## src/design/mldsa_hint_decoder_core_defines.svh

```systemverilog
// ----------------------------------------------------------------------------
// Hint decoder assertion macros
// Shared assertion forms for the hint section decoder.
// ----------------------------------------------------------------------------
`ifndef MLDSA_HINT_DECODER_CORE_DEFINES_SVH
`define MLDSA_HINT_DECODER_CORE_DEFINES_SVH

// The consequent must hold in the same cycle as the antecedent.
`define MHD_ASSERT_SAME(lbl, ck, rst_n, ante, cons, msg) \
	lbl: assert property (@(posedge ck) disable iff (!(rst_n)) (ante) |-> (cons)) \
		else $error(msg);

// The consequent must hold in the cycle after the antecedent.
`define MHD_ASSERT_NEXT(lbl, ck, rst_n, ante, cons, msg) \
	lbl: assert property (@(posedge ck) disable iff (!(rst_n)) (ante) |=> (cons)) \
		else $error(msg);

`endif

```

## src/design/mldsa_hd_pkg.sv

```systemverilog
// ----------------------------------------------------------------------------
// Hint decoder package
// Sizes, codes and state encoding for the hint section decoder.
// ----------------------------------------------------------------------------
package mldsa_hd_pkg;

	// Geometry of one polynomial and of the index store.
	localparam int COEFFS         = 256;
	localparam int MAX_OMEGA      = 128;
	localparam int MAX_POLYS      = 8;
	localparam int WORD_BITS      = 64;
	localparam int WORDS_PER_POLY = COEFFS / WORD_BITS;
	localparam int ADDR_W         = $clog2(MAX_OMEGA);
	localparam int COEF_W         = $clog2(COEFFS);
	localparam int WSEL_W         = $clog2(WORDS_PER_POLY);
	localparam int BSEL_W         = $clog2(WORD_BITS);
	localparam int POLY_W         = 3;

	// Configuration register widths and reset values.
	localparam int OMEGA_W = 8;
	localparam int POLYS_W = 4;
	localparam logic [OMEGA_W-1:0] MAX_HINTS_RST  = 8'd80;
	localparam logic [POLYS_W-1:0] POLY_COUNT_RST = 4'd4;

	// Register indexes on the configuration port.
	localparam logic REG_MAX_HINTS  = 1'b0;
	localparam logic REG_POLY_COUNT = 1'b1;

	// Result status codes.
	typedef enum logic [1:0] {
		STATUS_WORD      = 2'd0,
		STATUS_VALID     = 2'd1,
		STATUS_MALFORMED = 2'd2
	} status_t;

	// Sequencer states.
	typedef enum logic [2:0] {
		ST_IDLE,
		ST_WALK,
		ST_EMIT,
		ST_SCAN,
		ST_VERDICT,
		ST_FAIL
	} state_t;

endpackage

```

## src/design/mldsa_hint_decoder_core.sv

```systemverilog
// ----------------------------------------------------------------------------
// ML-DSA hint section decoder
// Unpacks the hint section of a signature into per-polynomial hint bitmaps.
// ----------------------------------------------------------------------------
// The block takes one hint byte per input transfer. An index byte is written
// straight into the index store. A count byte walks its new indices through
// the single read port of the index store, one index per cycle, to check
// them, and then emits four bitmap words; the final count byte adds a scan of
// the unused indices and a verdict. The block takes no new byte until the
// current byte is finished; the last result may still wait in the output
// register while the next byte is taken. There is no clearing pass after reset.
`include "mldsa_hint_decoder_core_defines.svh"

module mldsa_hint_decoder_core
	import mldsa_hd_pkg::*;
(
	input  logic                  clk,
	input  logic                  arst_n,
	// Configuration port
	input  logic                  psel,
	input  logic                  penable,
	input  logic                  pwrite,
	input  logic [2:0]            paddr,
	input  logic [31:0]           pwdata,
	output logic [31:0]           prdata,
	output logic                  pready,
	// Input channel
	input  logic                  in_valid,
	output logic                  in_ready,
	input  logic [7:0]            hint_byte,
	// Output channel
	output logic                  out_valid,
	input  logic                  out_ready,
	output logic [POLY_W-1:0]     poly_index,
	output logic [WSEL_W-1:0]     word_index,
	output logic [WORD_BITS-1:0]  hint_word,
	output logic [1:0]            status,
	output logic                  last
);

	// Configuration registers and effective values.
	logic [OMEGA_W-1:0] max_hints_q;
	logic [POLYS_W-1:0] poly_count_q;
	logic [OMEGA_W-1:0] omega_eff;
	logic [POLYS_W-1:0] polys_eff;
	logic               cfg_wr;

	// Section and sequencer state.
	state_t             state_q, state_d;
	logic [OMEGA_W-1:0] pos_q;
	logic [OMEGA_W-1:0] prev_q;
	logic               failed_q;
	logic               end_q;
	logic               last_poly_q;
	logic [POLY_W-1:0]  poly_q;
	logic [OMEGA_W-1:0] cnt_q;
	logic [OMEGA_W-1:0] iss_q;
	logic [OMEGA_W-1:0] lim_q;
	logic [OMEGA_W-1:0] start_q;
	logic [COEF_W-1:0]  last_idx_q;
	logic               extra_q;
	logic [WSEL_W-1:0]  word_q;

	// Index store read pipeline.
	logic [7:0]         idx_mem [MAX_OMEGA];
	logic               rd_vld_s1;
	logic               rd_first_s1;
	logic [7:0]         rd_data_s1;

	// Bitmap of the current polynomial.
	logic [WORDS_PER_POLY-1:0][WORD_BITS-1:0] bitmap_q;

	// Output register.
	logic                 out_valid_q;
	logic [POLY_W-1:0]    poly_index_q;
	logic [WSEL_W-1:0]    word_index_q;
	logic [WORD_BITS-1:0] hint_word_q;
	status_t              status_q;
	logic                 last_q;

	// Decoded control.
	logic               in_xfer;
	logic               is_index;
	logic               count_path;
	logic               bad_range;
	logic               sect_end;
	logic               poly_last;
	logic [OMEGA_W-1:0] poly_off;
	logic               issue_more;
	logic               issue;
	logic               walk_bad;
	logic               walk_done;
	logic               out_free;
	logic               load_word;
	logic               load_verdict;
	logic               load_fail;
	logic               enter_emit;
	logic               enter_scan;

	// Clamp the registers to their usable ranges.
	always_comb begin
		if (max_hints_q == '0) begin
			omega_eff = OMEGA_W'(1);
		end else if (max_hints_q > OMEGA_W'(MAX_OMEGA)) begin
			omega_eff = OMEGA_W'(MAX_OMEGA);
		end else begin
			omega_eff = max_hints_q;
		end
		if (poly_count_q == '0) begin
			polys_eff = POLYS_W'(1);
		end else if (poly_count_q > POLYS_W'(MAX_POLYS)) begin
			polys_eff = POLYS_W'(MAX_POLYS);
		end else begin
			polys_eff = poly_count_q;
		end
	end

	// Configuration port: always ready, word-aligned decode.
	assign pready = 1'b1;
	assign cfg_wr = psel && penable && pwrite && pready;
	always_comb begin
		prdata = '0;
		unique case (paddr[2])
			REG_MAX_HINTS:  prdata = {{(32-OMEGA_W){1'b0}}, max_hints_q};
			REG_POLY_COUNT: prdata = {{(32-POLYS_W){1'b0}}, poly_count_q};
			default:        prdata = '0;
		endcase
	end

	// Classification of the byte on the input channel.
	assign in_xfer    = in_valid && in_ready;
	assign is_index   = pos_q < omega_eff;
	assign count_path = !is_index && !failed_q;
	assign bad_range  = (hint_byte < prev_q) || (hint_byte > omega_eff);
	assign poly_off   = pos_q - omega_eff;
	assign sect_end   = ({1'b0, pos_q} + 9'd1) >= ({1'b0, omega_eff} + 9'(polys_eff));
	assign poly_last  = ({1'b0, poly_off} + 9'd1) >= 9'(polys_eff);

	// Shared walk over the index store: issue one read, check the previous one.
	assign issue_more = iss_q < lim_q;
	assign walk_bad   = (state_q == ST_WALK) && rd_vld_s1 && !rd_first_s1 &&
	                    (rd_data_s1 <= last_idx_q);
	assign walk_done  = !issue_more && !rd_vld_s1;
	assign out_free   = !out_valid_q || out_ready;

	// Sequencer next state and strobes.
	always_comb begin
		state_d      = state_q;
		in_ready     = 1'b0;
		issue        = 1'b0;
		load_word    = 1'b0;
		load_verdict = 1'b0;
		load_fail    = 1'b0;
		enter_emit   = 1'b0;
		enter_scan   = 1'b0;
		unique case (state_q)
			ST_IDLE: begin
				in_ready = 1'b1;
				if (in_valid && count_path) begin
					state_d = bad_range ? ST_FAIL : ST_WALK;
				end
			end
			ST_WALK: begin
				issue = issue_more && !walk_bad;
				if (walk_bad) begin
					state_d = ST_FAIL;
				end else if (walk_done) begin
					state_d    = ST_EMIT;
					enter_emit = 1'b1;
				end
			end
			ST_EMIT: begin
				if (out_free) begin
					load_word = 1'b1;
					if (word_q == WSEL_W'(WORDS_PER_POLY - 1)) begin
						if (last_poly_q) begin
							state_d    = ST_SCAN;
							enter_scan = 1'b1;
						end else begin
							state_d = ST_IDLE;
						end
					end
				end
			end
			ST_SCAN: begin
				issue = issue_more;
				if (walk_done) begin
					state_d = ST_VERDICT;
				end
			end
			ST_VERDICT: begin
				if (out_free) begin
					load_verdict = 1'b1;
					state_d      = ST_IDLE;
				end
			end
			ST_FAIL: begin
				if (out_free) begin
					load_fail = 1'b1;
					state_d   = ST_IDLE;
				end
			end
			default: state_d = ST_IDLE;
		endcase
	end

	// State register.
	always_ff @(posedge clk or negedge arst_n) begin
		if (!arst_n) begin
			state_q <= ST_IDLE;
		end else begin
			state_q <= state_d;
		end
	end

	// Section control: position, previous count, failure flag, configuration.
	always_ff @(posedge clk or negedge arst_n) begin
		if (!arst_n) begin
			max_hints_q  <= MAX_HINTS_RST;
			poly_count_q <= POLY_COUNT_RST;
			pos_q        <= '0;
			prev_q       <= '0;
			failed_q     <= 1'b0;
		end else if (cfg_wr) begin
			if (paddr[2] == REG_MAX_HINTS) begin
				max_hints_q <= pwdata[OMEGA_W-1:0];
			end else begin
				poly_count_q <= pwdata[POLYS_W-1:0];
			end
			pos_q    <= '0;
			prev_q   <= '0;
			failed_q <= 1'b0;
		end else begin
			if (in_xfer) begin
				if (sect_end) begin
					pos_q    <= '0;
					prev_q   <= '0;
					failed_q <= 1'b0;
				end else begin
					pos_q <= pos_q + OMEGA_W'(1);
				end
			end
			// Outcomes of the byte at work count only inside its section.
			if (!end_q) begin
				if (enter_emit) begin
					prev_q <= cnt_q;
				end
				if (load_fail || (load_verdict && extra_q)) begin
					failed_q <= 1'b1;
				end
			end
		end
	end

	// Per-byte context captured when a count byte is taken.
	always_ff @(posedge clk) begin
		if (in_xfer && count_path) begin
			cnt_q       <= hint_byte;
			poly_q      <= poly_off[POLY_W-1:0];
			last_poly_q <= poly_last;
			end_q       <= sect_end;
		end
	end

	// Index store: written by index bytes, read by the walk.
	always_ff @(posedge clk) begin
		if (in_xfer && is_index) begin
			idx_mem[pos_q[ADDR_W-1:0]] <= hint_byte;
		end
		rd_data_s1 <= idx_mem[iss_q[ADDR_W-1:0]];
	end

	// Read pipeline control.
	always_ff @(posedge clk or negedge arst_n) begin
		if (!arst_n) begin
			rd_vld_s1 <= 1'b0;
		end else begin
			rd_vld_s1 <= issue;
		end
	end

	// The walk start is held apart from the previous count, which a section end clears.
	always_ff @(posedge clk) begin
		if (in_xfer && count_path) begin
			iss_q   <= prev_q;
			lim_q   <= hint_byte;
			start_q <= prev_q;
		end else if (enter_scan) begin
			iss_q <= cnt_q;
			lim_q <= omega_eff;
		end else if (issue) begin
			iss_q <= iss_q + OMEGA_W'(1);
		end
		rd_first_s1 <= (iss_q == start_q);
	end

	// Bitmap build and unused-index check.
	always_ff @(posedge clk) begin
		if (in_xfer && count_path) begin
			bitmap_q <= '0;
			word_q   <= '0;
		end else if ((state_q == ST_WALK) && rd_vld_s1 && !walk_bad) begin
			bitmap_q[rd_data_s1[COEF_W-1 -: WSEL_W]][rd_data_s1[BSEL_W-1:0]] <= 1'b1;
			last_idx_q <= rd_data_s1;
		end
		if (load_word) begin
			word_q <= word_q + WSEL_W'(1);
		end
		if (enter_scan) begin
			extra_q <= 1'b0;
		end else if ((state_q == ST_SCAN) && rd_vld_s1 && (rd_data_s1 != '0)) begin
			extra_q <= 1'b1;
		end
	end

	// Output register: one result waits here until its transfer.
	always_ff @(posedge clk or negedge arst_n) begin
		if (!arst_n) begin
			out_valid_q <= 1'b0;
		end else if (load_word || load_verdict || load_fail) begin
			out_valid_q <= 1'b1;
		end else if (out_ready) begin
			out_valid_q <= 1'b0;
		end
	end

	always_ff @(posedge clk) begin
		if (load_word) begin
			poly_index_q <= poly_q;
			word_index_q <= word_q;
			hint_word_q  <= bitmap_q[word_q];
			status_q     <= STATUS_WORD;
			last_q       <= 1'b0;
		end else if (load_verdict || load_fail) begin
			poly_index_q <= poly_q;
			word_index_q <= '0;
			hint_word_q  <= '0;
			status_q     <= (load_fail || extra_q) ? STATUS_MALFORMED : STATUS_VALID;
			last_q       <= 1'b1;
		end
	end

	assign out_valid  = out_valid_q;
	assign poly_index = poly_index_q;
	assign word_index = word_index_q;
	assign hint_word  = hint_word_q;
	assign status     = status_q;
	assign last       = last_q;

	// Checks on the sequencer and the index store.
	`MHD_ASSERT_SAME(a_last_is_verdict, clk, arst_n, out_valid_q && last_q,
		status_q != STATUS_WORD, "Last result carries a bitmap status")
	`MHD_ASSERT_SAME(a_walk_bound, clk, arst_n,
		(state_q == ST_WALK) || (state_q == ST_SCAN), iss_q <= lim_q,
		"Walk address passed its limit")
	`MHD_ASSERT_SAME(a_store_write_idle, clk, arst_n, in_xfer && is_index,
		(state_q == ST_IDLE) && !rd_vld_s1, "Index store written during a walk")
	`MHD_ASSERT_NEXT(a_emit_exit, clk, arst_n,
		load_word && (word_q == WSEL_W'(WORDS_PER_POLY - 1)),
		(state_q == ST_SCAN) || (state_q == ST_IDLE),
		"Bitmap emission did not end after its last word")

endmodule

```

## config.mk

```make
export PLATFORM = sky130hd
export DESIGN_NAME = mldsa_hint_decoder_core
export DESIGN_NICKNAME = d
export VERILOG_FILES = /design/src/design/mldsa_hd_pkg.sv /design/src/design/mldsa_hint_decoder_core.sv
export VERILOG_INCLUDE_DIRS = /design/src /design/src/design
export SDC_FILE = /design/constraint.sdc
export NUM_CORES = 2
export LEC_CHECK = 0
export BUFFER_PORTS_ARGS = -buffer_cell sky130_fd_sc_hd__buf_4
export CORE_ASPECT_RATIO = 1.1
export CORE_MARGIN = 5
export CORE_UTILIZATION = 55
export CTS_CLUSTER_DIAMETER = 120
export DETAILED_ROUTE_END_ITERATION = 8
export GPL_TIMING_DRIVEN = 0
export PLACE_DENSITY = 0.72
export SYNTH_ARGS = -nofsm -noshare
export SYNTH_HDL_FRONTEND = slang
export SYNTH_SLANG_ARGS = --single-unit
```

## constraint.sdc

```tcl
create_clock -name clk -period 11.05 [get_ports clk]
set_input_delay 0.5525 -clock clk [delete_from_list [all_inputs] [get_ports clk]]
set_output_delay 0.5525 -clock clk [all_outputs]
set_load 0.02 [all_outputs]
```

# --- After elaboration in Yosys (flattened, before gate mapping) ---
# Memories as Yosys holds them, arrays and structs flattened. A register that Yosys moved wholly into a read port is not among the register bits.
# Cells that the tools add are included.
word_totals:
  input_bits: 50
  ramBits: 1024
  register_bits: 411
  n_memories: 1
classes:
  n_bitwise: 3
  order_cmp: 14
  reduce_logical: 47
  add_sub_neg: 7
  eq_ne: 13
  mux: 65
mem_list:
  columns: ["name", "depth", "width", "rd", "rd_clocked_by_memory_dff", "wr", "line", "source"]
  rows:
  - ["idx_mem", 128, 8, 1, 1, 1, "mldsa_hint_decoder_core.sv:65", "logic [7:0] idx_mem [MAX_OMEGA];"]
ops:
  columns: ["cell", "count"]
  rows:
  - ["$mux 64", 4]
  - ["$or 256x256->256", 1]
  - ["$bmux 64 s2", 1]
  - ["$demux 64 s2", 1]
  - ["$mux 8", 15]
  - ["$pmux 32 s2", 1]
  - ["$mux 3", 10]
  - ["$lt 8x8->1", 3]
  - ["$mux 1", 22]
  - ["$add 8x1->9 const B", 2]
  - ["$logic_and 1x1->1", 18]
  - ["$add 8x1->8 const B", 2]
  - ["$pmux 3 s5", 1]
  - ["$mux 2", 6]
  - ["$reduce_bool 2->1", 5]
  - ["$add 8x4->9", 1]
  - ["$ge 9x4->1", 1]
  - ["$ge 9x9->1", 1]
  - ["$eq 8x8->1", 1]
  - ["$gt 8x8->1", 1]
  - ["$gt 8x8->1 const B", 1]
  - ["$le 8x8->1", 1]
  - ["$logic_not 8->1", 1]
  - ["$mux 4", 2]
  - ["other kinds (26)", 47]

# --- Longest topological paths before layout ---
depth:
  depth_word: 10
  depth_mapped: 18
  depth_no_buf: 18

# --- Least setup slack after synthesis ---
# Ideal clock, no wire load.
synth_timing:
  path_type: "flip-flop to flip-flop"
  startpoint: "register state_q[1]"
  endpoint: "register hint_word_q[0], in the netlist hint_word[0], enable pin"
  setup_time_ns: 0.496
  slack_ns: 6.679
  n_path_buf: 1
  stages_incl_launch_ff: 5
  t_required_ns: 10.554
  synth_period_minus_slack_ns: 4.371
  arrival_ns: 3.874
  cell_sequence: "dfrtp_1 -> clkbuf_1 -> nor2b_1 -> a21oi_1 -> nor2_1"
synth_via:
  elab_chain_len: 4
  word_cells_on_any_way: 8
  cone_classes: "3 x eq/ne; 3 x mux; 2 x reduce/logical"
synth_lines:
  columns: ["element", "line", "source"]
  rows:
  - ["start, declared", "mldsa_hint_decoder_core.sv:49", "state_t state_q, state_d;"]
  - ["start signal, assigned", "mldsa_hint_decoder_core.sv:212", "state_q <= state_d;"]
  - ["$eq 3x3->1", "mldsa_hint_decoder_core.sv:156", "unique case (state_q)"]
  - ["$mux 1", "mldsa_hint_decoder_core.sv:156", null]
  - ["$logic_or 1x1->1", "mldsa_hint_decoder_core.sv:334", "end else if (load_verdict || load_fail) begin"]
  - ["$reduce_bool 2->1 (no line) *", null, null]
  - ["end signal, assigned", "mldsa_hint_decoder_core.sv:331", "hint_word_q <= bitmap_q[word_q];"]
  - ["end, declared", "mldsa_hint_decoder_core.sv:77", "logic [WORD_BITS-1:0] hint_word_q;"]
# Every way passes the cells marked *; elsewhere a longest branch is shown, timed or not.
# A chain may end at the register's enable or synchronous reset.

# --- Final worst setup path ---
layout_timing:
  startpoint: "register max_hints_q[2]"
  endpoint: "memory idx_mem[126][0], enable pin"
layout_via:
  elab_chain_len: 7
  word_cells_on_any_way: 8
  cone_classes: "2 x order compare; 4 x mux; 2 x reduce/logical"
layout_lines:
  columns: ["element", "line", "source"]
  rows:
  - ["start, declared", "mldsa_hint_decoder_core.sv:42", "logic [OMEGA_W-1:0] max_hints_q;"]
  - ["start signal, assigned", "mldsa_hint_decoder_core.sv:226", "max_hints_q <= pwdata[OMEGA_W-1:0];"]
  - ["$gt 8x8->1", "mldsa_hint_decoder_core.sv:104", "end else if (max_hints_q > OMEGA_W'(MAX_OMEGA)) begin"]
  - ["$mux 8", "mldsa_hint_decoder_core.sv:104", null]
  - ["$mux 8 *", "mldsa_hint_decoder_core.sv:102", "if (max_hints_q == '0) begin"]
  - ["$lt 8x8->1 *", "mldsa_hint_decoder_core.sv:132", "assign is_index = pos_q < omega_eff;"]
  - ["$logic_and 1x1->1 *", "mldsa_hint_decoder_core.sv:267", "if (in_xfer && is_index) begin"]
  - ["$mux 1 *", "mldsa_hint_decoder_core.sv:267", null]
  - ["$mux 1 (implied by the code) *", "mldsa_hint_decoder_core.sv:268", "idx_mem[pos_q[ADDR_W-1:0]] <= hint_byte;"]
  - ["end, declared", "mldsa_hint_decoder_core.sv:65", null]
# Marked as above.

==> impl_metrics.json <==
{
  "outcome": "finished with violations",
  "violated_checks": "max-capacitance violations, max-slew violations",
  "tritoncts_num_sinks": 1443,
  "pin_count_of_the_biggest_net_entering_global_routing": 133,
  "synth_edf_count": 1140,
  "grt_setup_unrepaired": "no",
  "layout_commonest_cell": "edfxtp_1",
  "drt_first_pass_iters": 8,
  "cap_viol_max_count": 2,
  "synth-seq-area-share_pct": 69.96,
  "floorplan.io_pins": 157,
  "cts_max_path_buffers": 3,
  "static-leakage-power_nw": 21.93,
  "post-route-period-util_pct": 49.68,
  "timing.critical_path.required_ns": 11.42,
  "multi_input_area_sq_mm": 0.01600,
  "grt_pass1_vias": 34060,
  "finalHoldWorstSlack_ns": 0.03538,
  "clk_latency_ns": 0.78,
  "vias_per_cell": 6.566,
  "worst_ir_drop_vdd_uv": 171.7,
  "ctsHtreeMaxLevel": 4,
  "nNetsFinal": 3915,
  "die_outline_area_sq_mm": 0.1118,
  "antenna_found_initial": 5,
  "dp_hpwl_um": 107100,
  "fin_crit_ns": 5.489,
  "cts_buffers": 145,
  "cpLargestDelayFamily": "simple AND/OR/NAND/NOR gates",
  "ys_dominant_reg_cell": "edfxtp_1",
  "chipHeight_um": 350.2,
  "area_delta_synth_final_pct": 13.09,
  "finalWeightedCongestion": 0.9822,
  "design_area_sq_mm": 0.06542,
  "slowest_stage": "nor2_1",
  "clkSlewWorstSetupHoldPaths_ns": 0.06,
  "floorplan.die.width_um": 319.2,
  "synth.ff_latch_count": 1443,
  "start_util_pct": 55.49,
  "cellPowerDensity_mw_per_mm2": 243.3,
  "num-fill-cells": 7458,
  "synth_largest_type_area_fraction_pct": 59.17,
  "wl_um": 169200,
  "grt_first_pass_wirelength_um": 240000,
  "ant_nets": 0,
  "setup_slack_ns": 5.561,
  "place_ws_ns": 5.787,
  "floorplan.rows": 124,
  "drt-wirelength-per-cell_um": 31.84,
  "io_buffers": 104,
  "worst_setup_path_end_kind": "register",
  "yosysWarningCount": 0,
  "setup_viol": 0,
  "grt_use_total_pct": 29.79,
  "syn_avg_cell_area_sq_um": 16.45,
  "timing.fmax_ghz": 0.1822,
  "post-synth-top-area-cell": "edfxtp_1",
  "finalHoldViolations": 0,
  "drt_iter0_markers": 4838,
  "synthTopCellsByArea": "edfxtp_1 (59%), mux4_2 (11%), dfxtp_1 (9.3%)",
  "cp_data_arrival_time_ns": 5.86,
  "synth_async_sr_flop_share_pct": 2.356,
  "cp_slowest_stage_delay_ns": 1.13,
  "final.setup.tns_ns": 0,
  "criticalPathCategory": "register to register",
  "tightestPinTransition_ns": 1.559,
  "post_synth_instance_area_sq_mm": 0.05785,
  "global_route_overflow": 0,
  "cells_after_synthesis": 3516,
  "critPathBufInv": 1,
  "drive_above_1_share_pct": 19.39,
  "placed_cell_area_sq_mm": 0.06048,
  "placeableCoreArea_sq_mm": 0.1043,
  "relSlewSlack_pct": -4.322,
  "cts.repair.resized": 0,
  "worstHoldPathType": "input pin to register",
  "clock-root-buffer": "clkbuf_16",
  "clock_skew_ns": 0.03133,
  "detailroute.via_count": 34890,
  "cp_cell_sequence": "nor4_1, a21oi_1, nor2_1, ha_1, fa_1, nor2b_1, o31a_1, a2111oi_4, nand3_1, clkbuf_1, nor2_1",
  "post_synth_num_cell_types": 85,
  "setup.worst_path.start_class": "register",
  "most-common-layout-cells": "edfxtp_1 (1140), mux4_2 (276), dfxtp_1 (269)",
  "maxSlewViolCount": 19,
  "cell_seen_most_often_among_critical_path_stages": "nor2_1",
  "remaining_drc_errors": 0,
  "critPathMaxFanout": 10,
  "tritoncts": "built",
  "register_area_sq_mm": 0.04047
}
==> flip-flops by register name, indices dropped and copies added, names as in the netlist, 2 cells and up <==
| signal | flops |
|---|---|
| word_q | 2 |
| hint_word | 64 |
| prev_q | 8 |
| pos_q | 8 |
| start_q | 8 |
| status | 2 |
| cnt_q | 8 |
| word_index | 2 |
| idx_mem | 1024 |
| last_idx_q | 8 |
| poly_count_q | 4 |
| rd_data_s1 | 8 |
| max_hints_q | 8 |
| state_q | 3 |
| poly_index | 3 |
| bitmap_q | 256 |
| poly_q | 3 |
| lim_q | 8 |
| iss_q | 8 |
==> final cells by class <==
class | count | share of cell area [%]
clock buffer | 199 | 6.254
antenna | 3 | 0.01148
buffer | 226 | 1.962
sequential | 1443 | 61.86
inverter | 52 | 0.2984
tap | 1386 | 2.651
timing repair buffer | 117 | 1.668
multi-input combinational | 1819 | 24.46
clock inverter | 68 | 0.8358
==> per-layer routing <==
| layer | up-vias | wire length [um] | share of wire, % | global-route usage, % |
|---|---|---|---|---|
| met3 | 590 | 21650 | 13 | 10.33 |
| li1 | 14340 | - | - | - |
| met5 | - | 54 | 0.032 | 0.9224 |
| met4 | 4 | 11090 | 6.6 | 16.07 |
| met2 | 2509 | 77770 | 46 | 46.38 |
| met1 | 17450 | 58610 | 35 | 37.12 |
==> synthesized netlist by cell type (12+ instances only) <==
library cell / instances
nor2b_1: 92
o22ai_1: 27
buf_2: 52
a2111oi_0: 12
mux2_2: 32
nand3_1: 38
ha_1: 59
mux2i_1: 110
nor3_1: 23
inv_1: 50
nand2_1: 253
edfxtp_1: 1140
nand4_1: 14
xnor2_1: 24
nand2b_1: 14
dfxtp_1: 269
mux4_2: 276
dfrtp_1: 31
o221ai_1: 16
a211oi_1: 25
a221oi_1: 12
o21ai_0: 194
buf_1: 19
a22o_1: 139
a22oi_1: 14
nor2_1: 222
buf_6: 18
buf_4: 43
a21oi_1: 56
clkbuf_1: 88
==> what timing repair did <==
item | in CTS | in global routing
setup buffers | 0 | 0
hold endpoints to repair | 32 | 6
hold buffers | 2 | 2
==> power breakdown <==
part           total [W]  leakage (nW)  internal (W)  switching [W]
Combinational    0.00451          6.76       0.00152        0.00299
Sequential       0.00659          12.9       0.00635       0.000243
Clock            0.00481          2.26       0.00272        0.00209
==> path summary, 6_finish.rpt <==
kind                                start              end  slack (ns)  depth (start not counted)
setup reg to reg           max_hints_q[2]  idx_mem[126][0]        5.56                         11
hold reg to reg                 poly_q[2]    poly_index[2]        0.42                          0
hold / removal                  pwdata[4]   max_hints_q[4]        0.04                          2
max in group asynchronous          arst_n   max_hints_q[6]       10.35                          2
setup / recovery           max_hints_q[2]  idx_mem[126][0]        5.56                         11
min in group asynchronous          arst_n   max_hints_q[2]        0.33                          2
==> metrics by stage <==
step	std cells	power, W	util (%)
after floorplan	3540	0.009211	-
after global placement	5030	0.01097	57.99
after detailed placement	5031	0.01103	58.01
after CTS	5300	0.01576	62.48
after global routing	5310	0.01635	62.74
final	5313	0.01592	62.75
==> kinds of logic (layout without fill, tap and decap cells) <==
| kind of cell | count (synthesis) | count (layout) | share of synthesized area [%] |
|---|---|---|---|
| buffers and inverters | 278 | 662 | 2.554 |
| and+or+nand+nor | 715 | 715 | 5.634 |
| DFF | 1443 | 1443 | 69.96 |
| xor gates and xnor gates | 29 | 29 | 0.4390 |
| AOI/OAI and AO/OA | 570 | 570 | 6.783 |
| other | 2 | 29 | 0.01298 |
| adders and majority gates | 61 | 61 | 1.345 |
| muxes | 418 | 418 | 13.27 |
No activity file was read; power rests on OpenSTA's default activity.
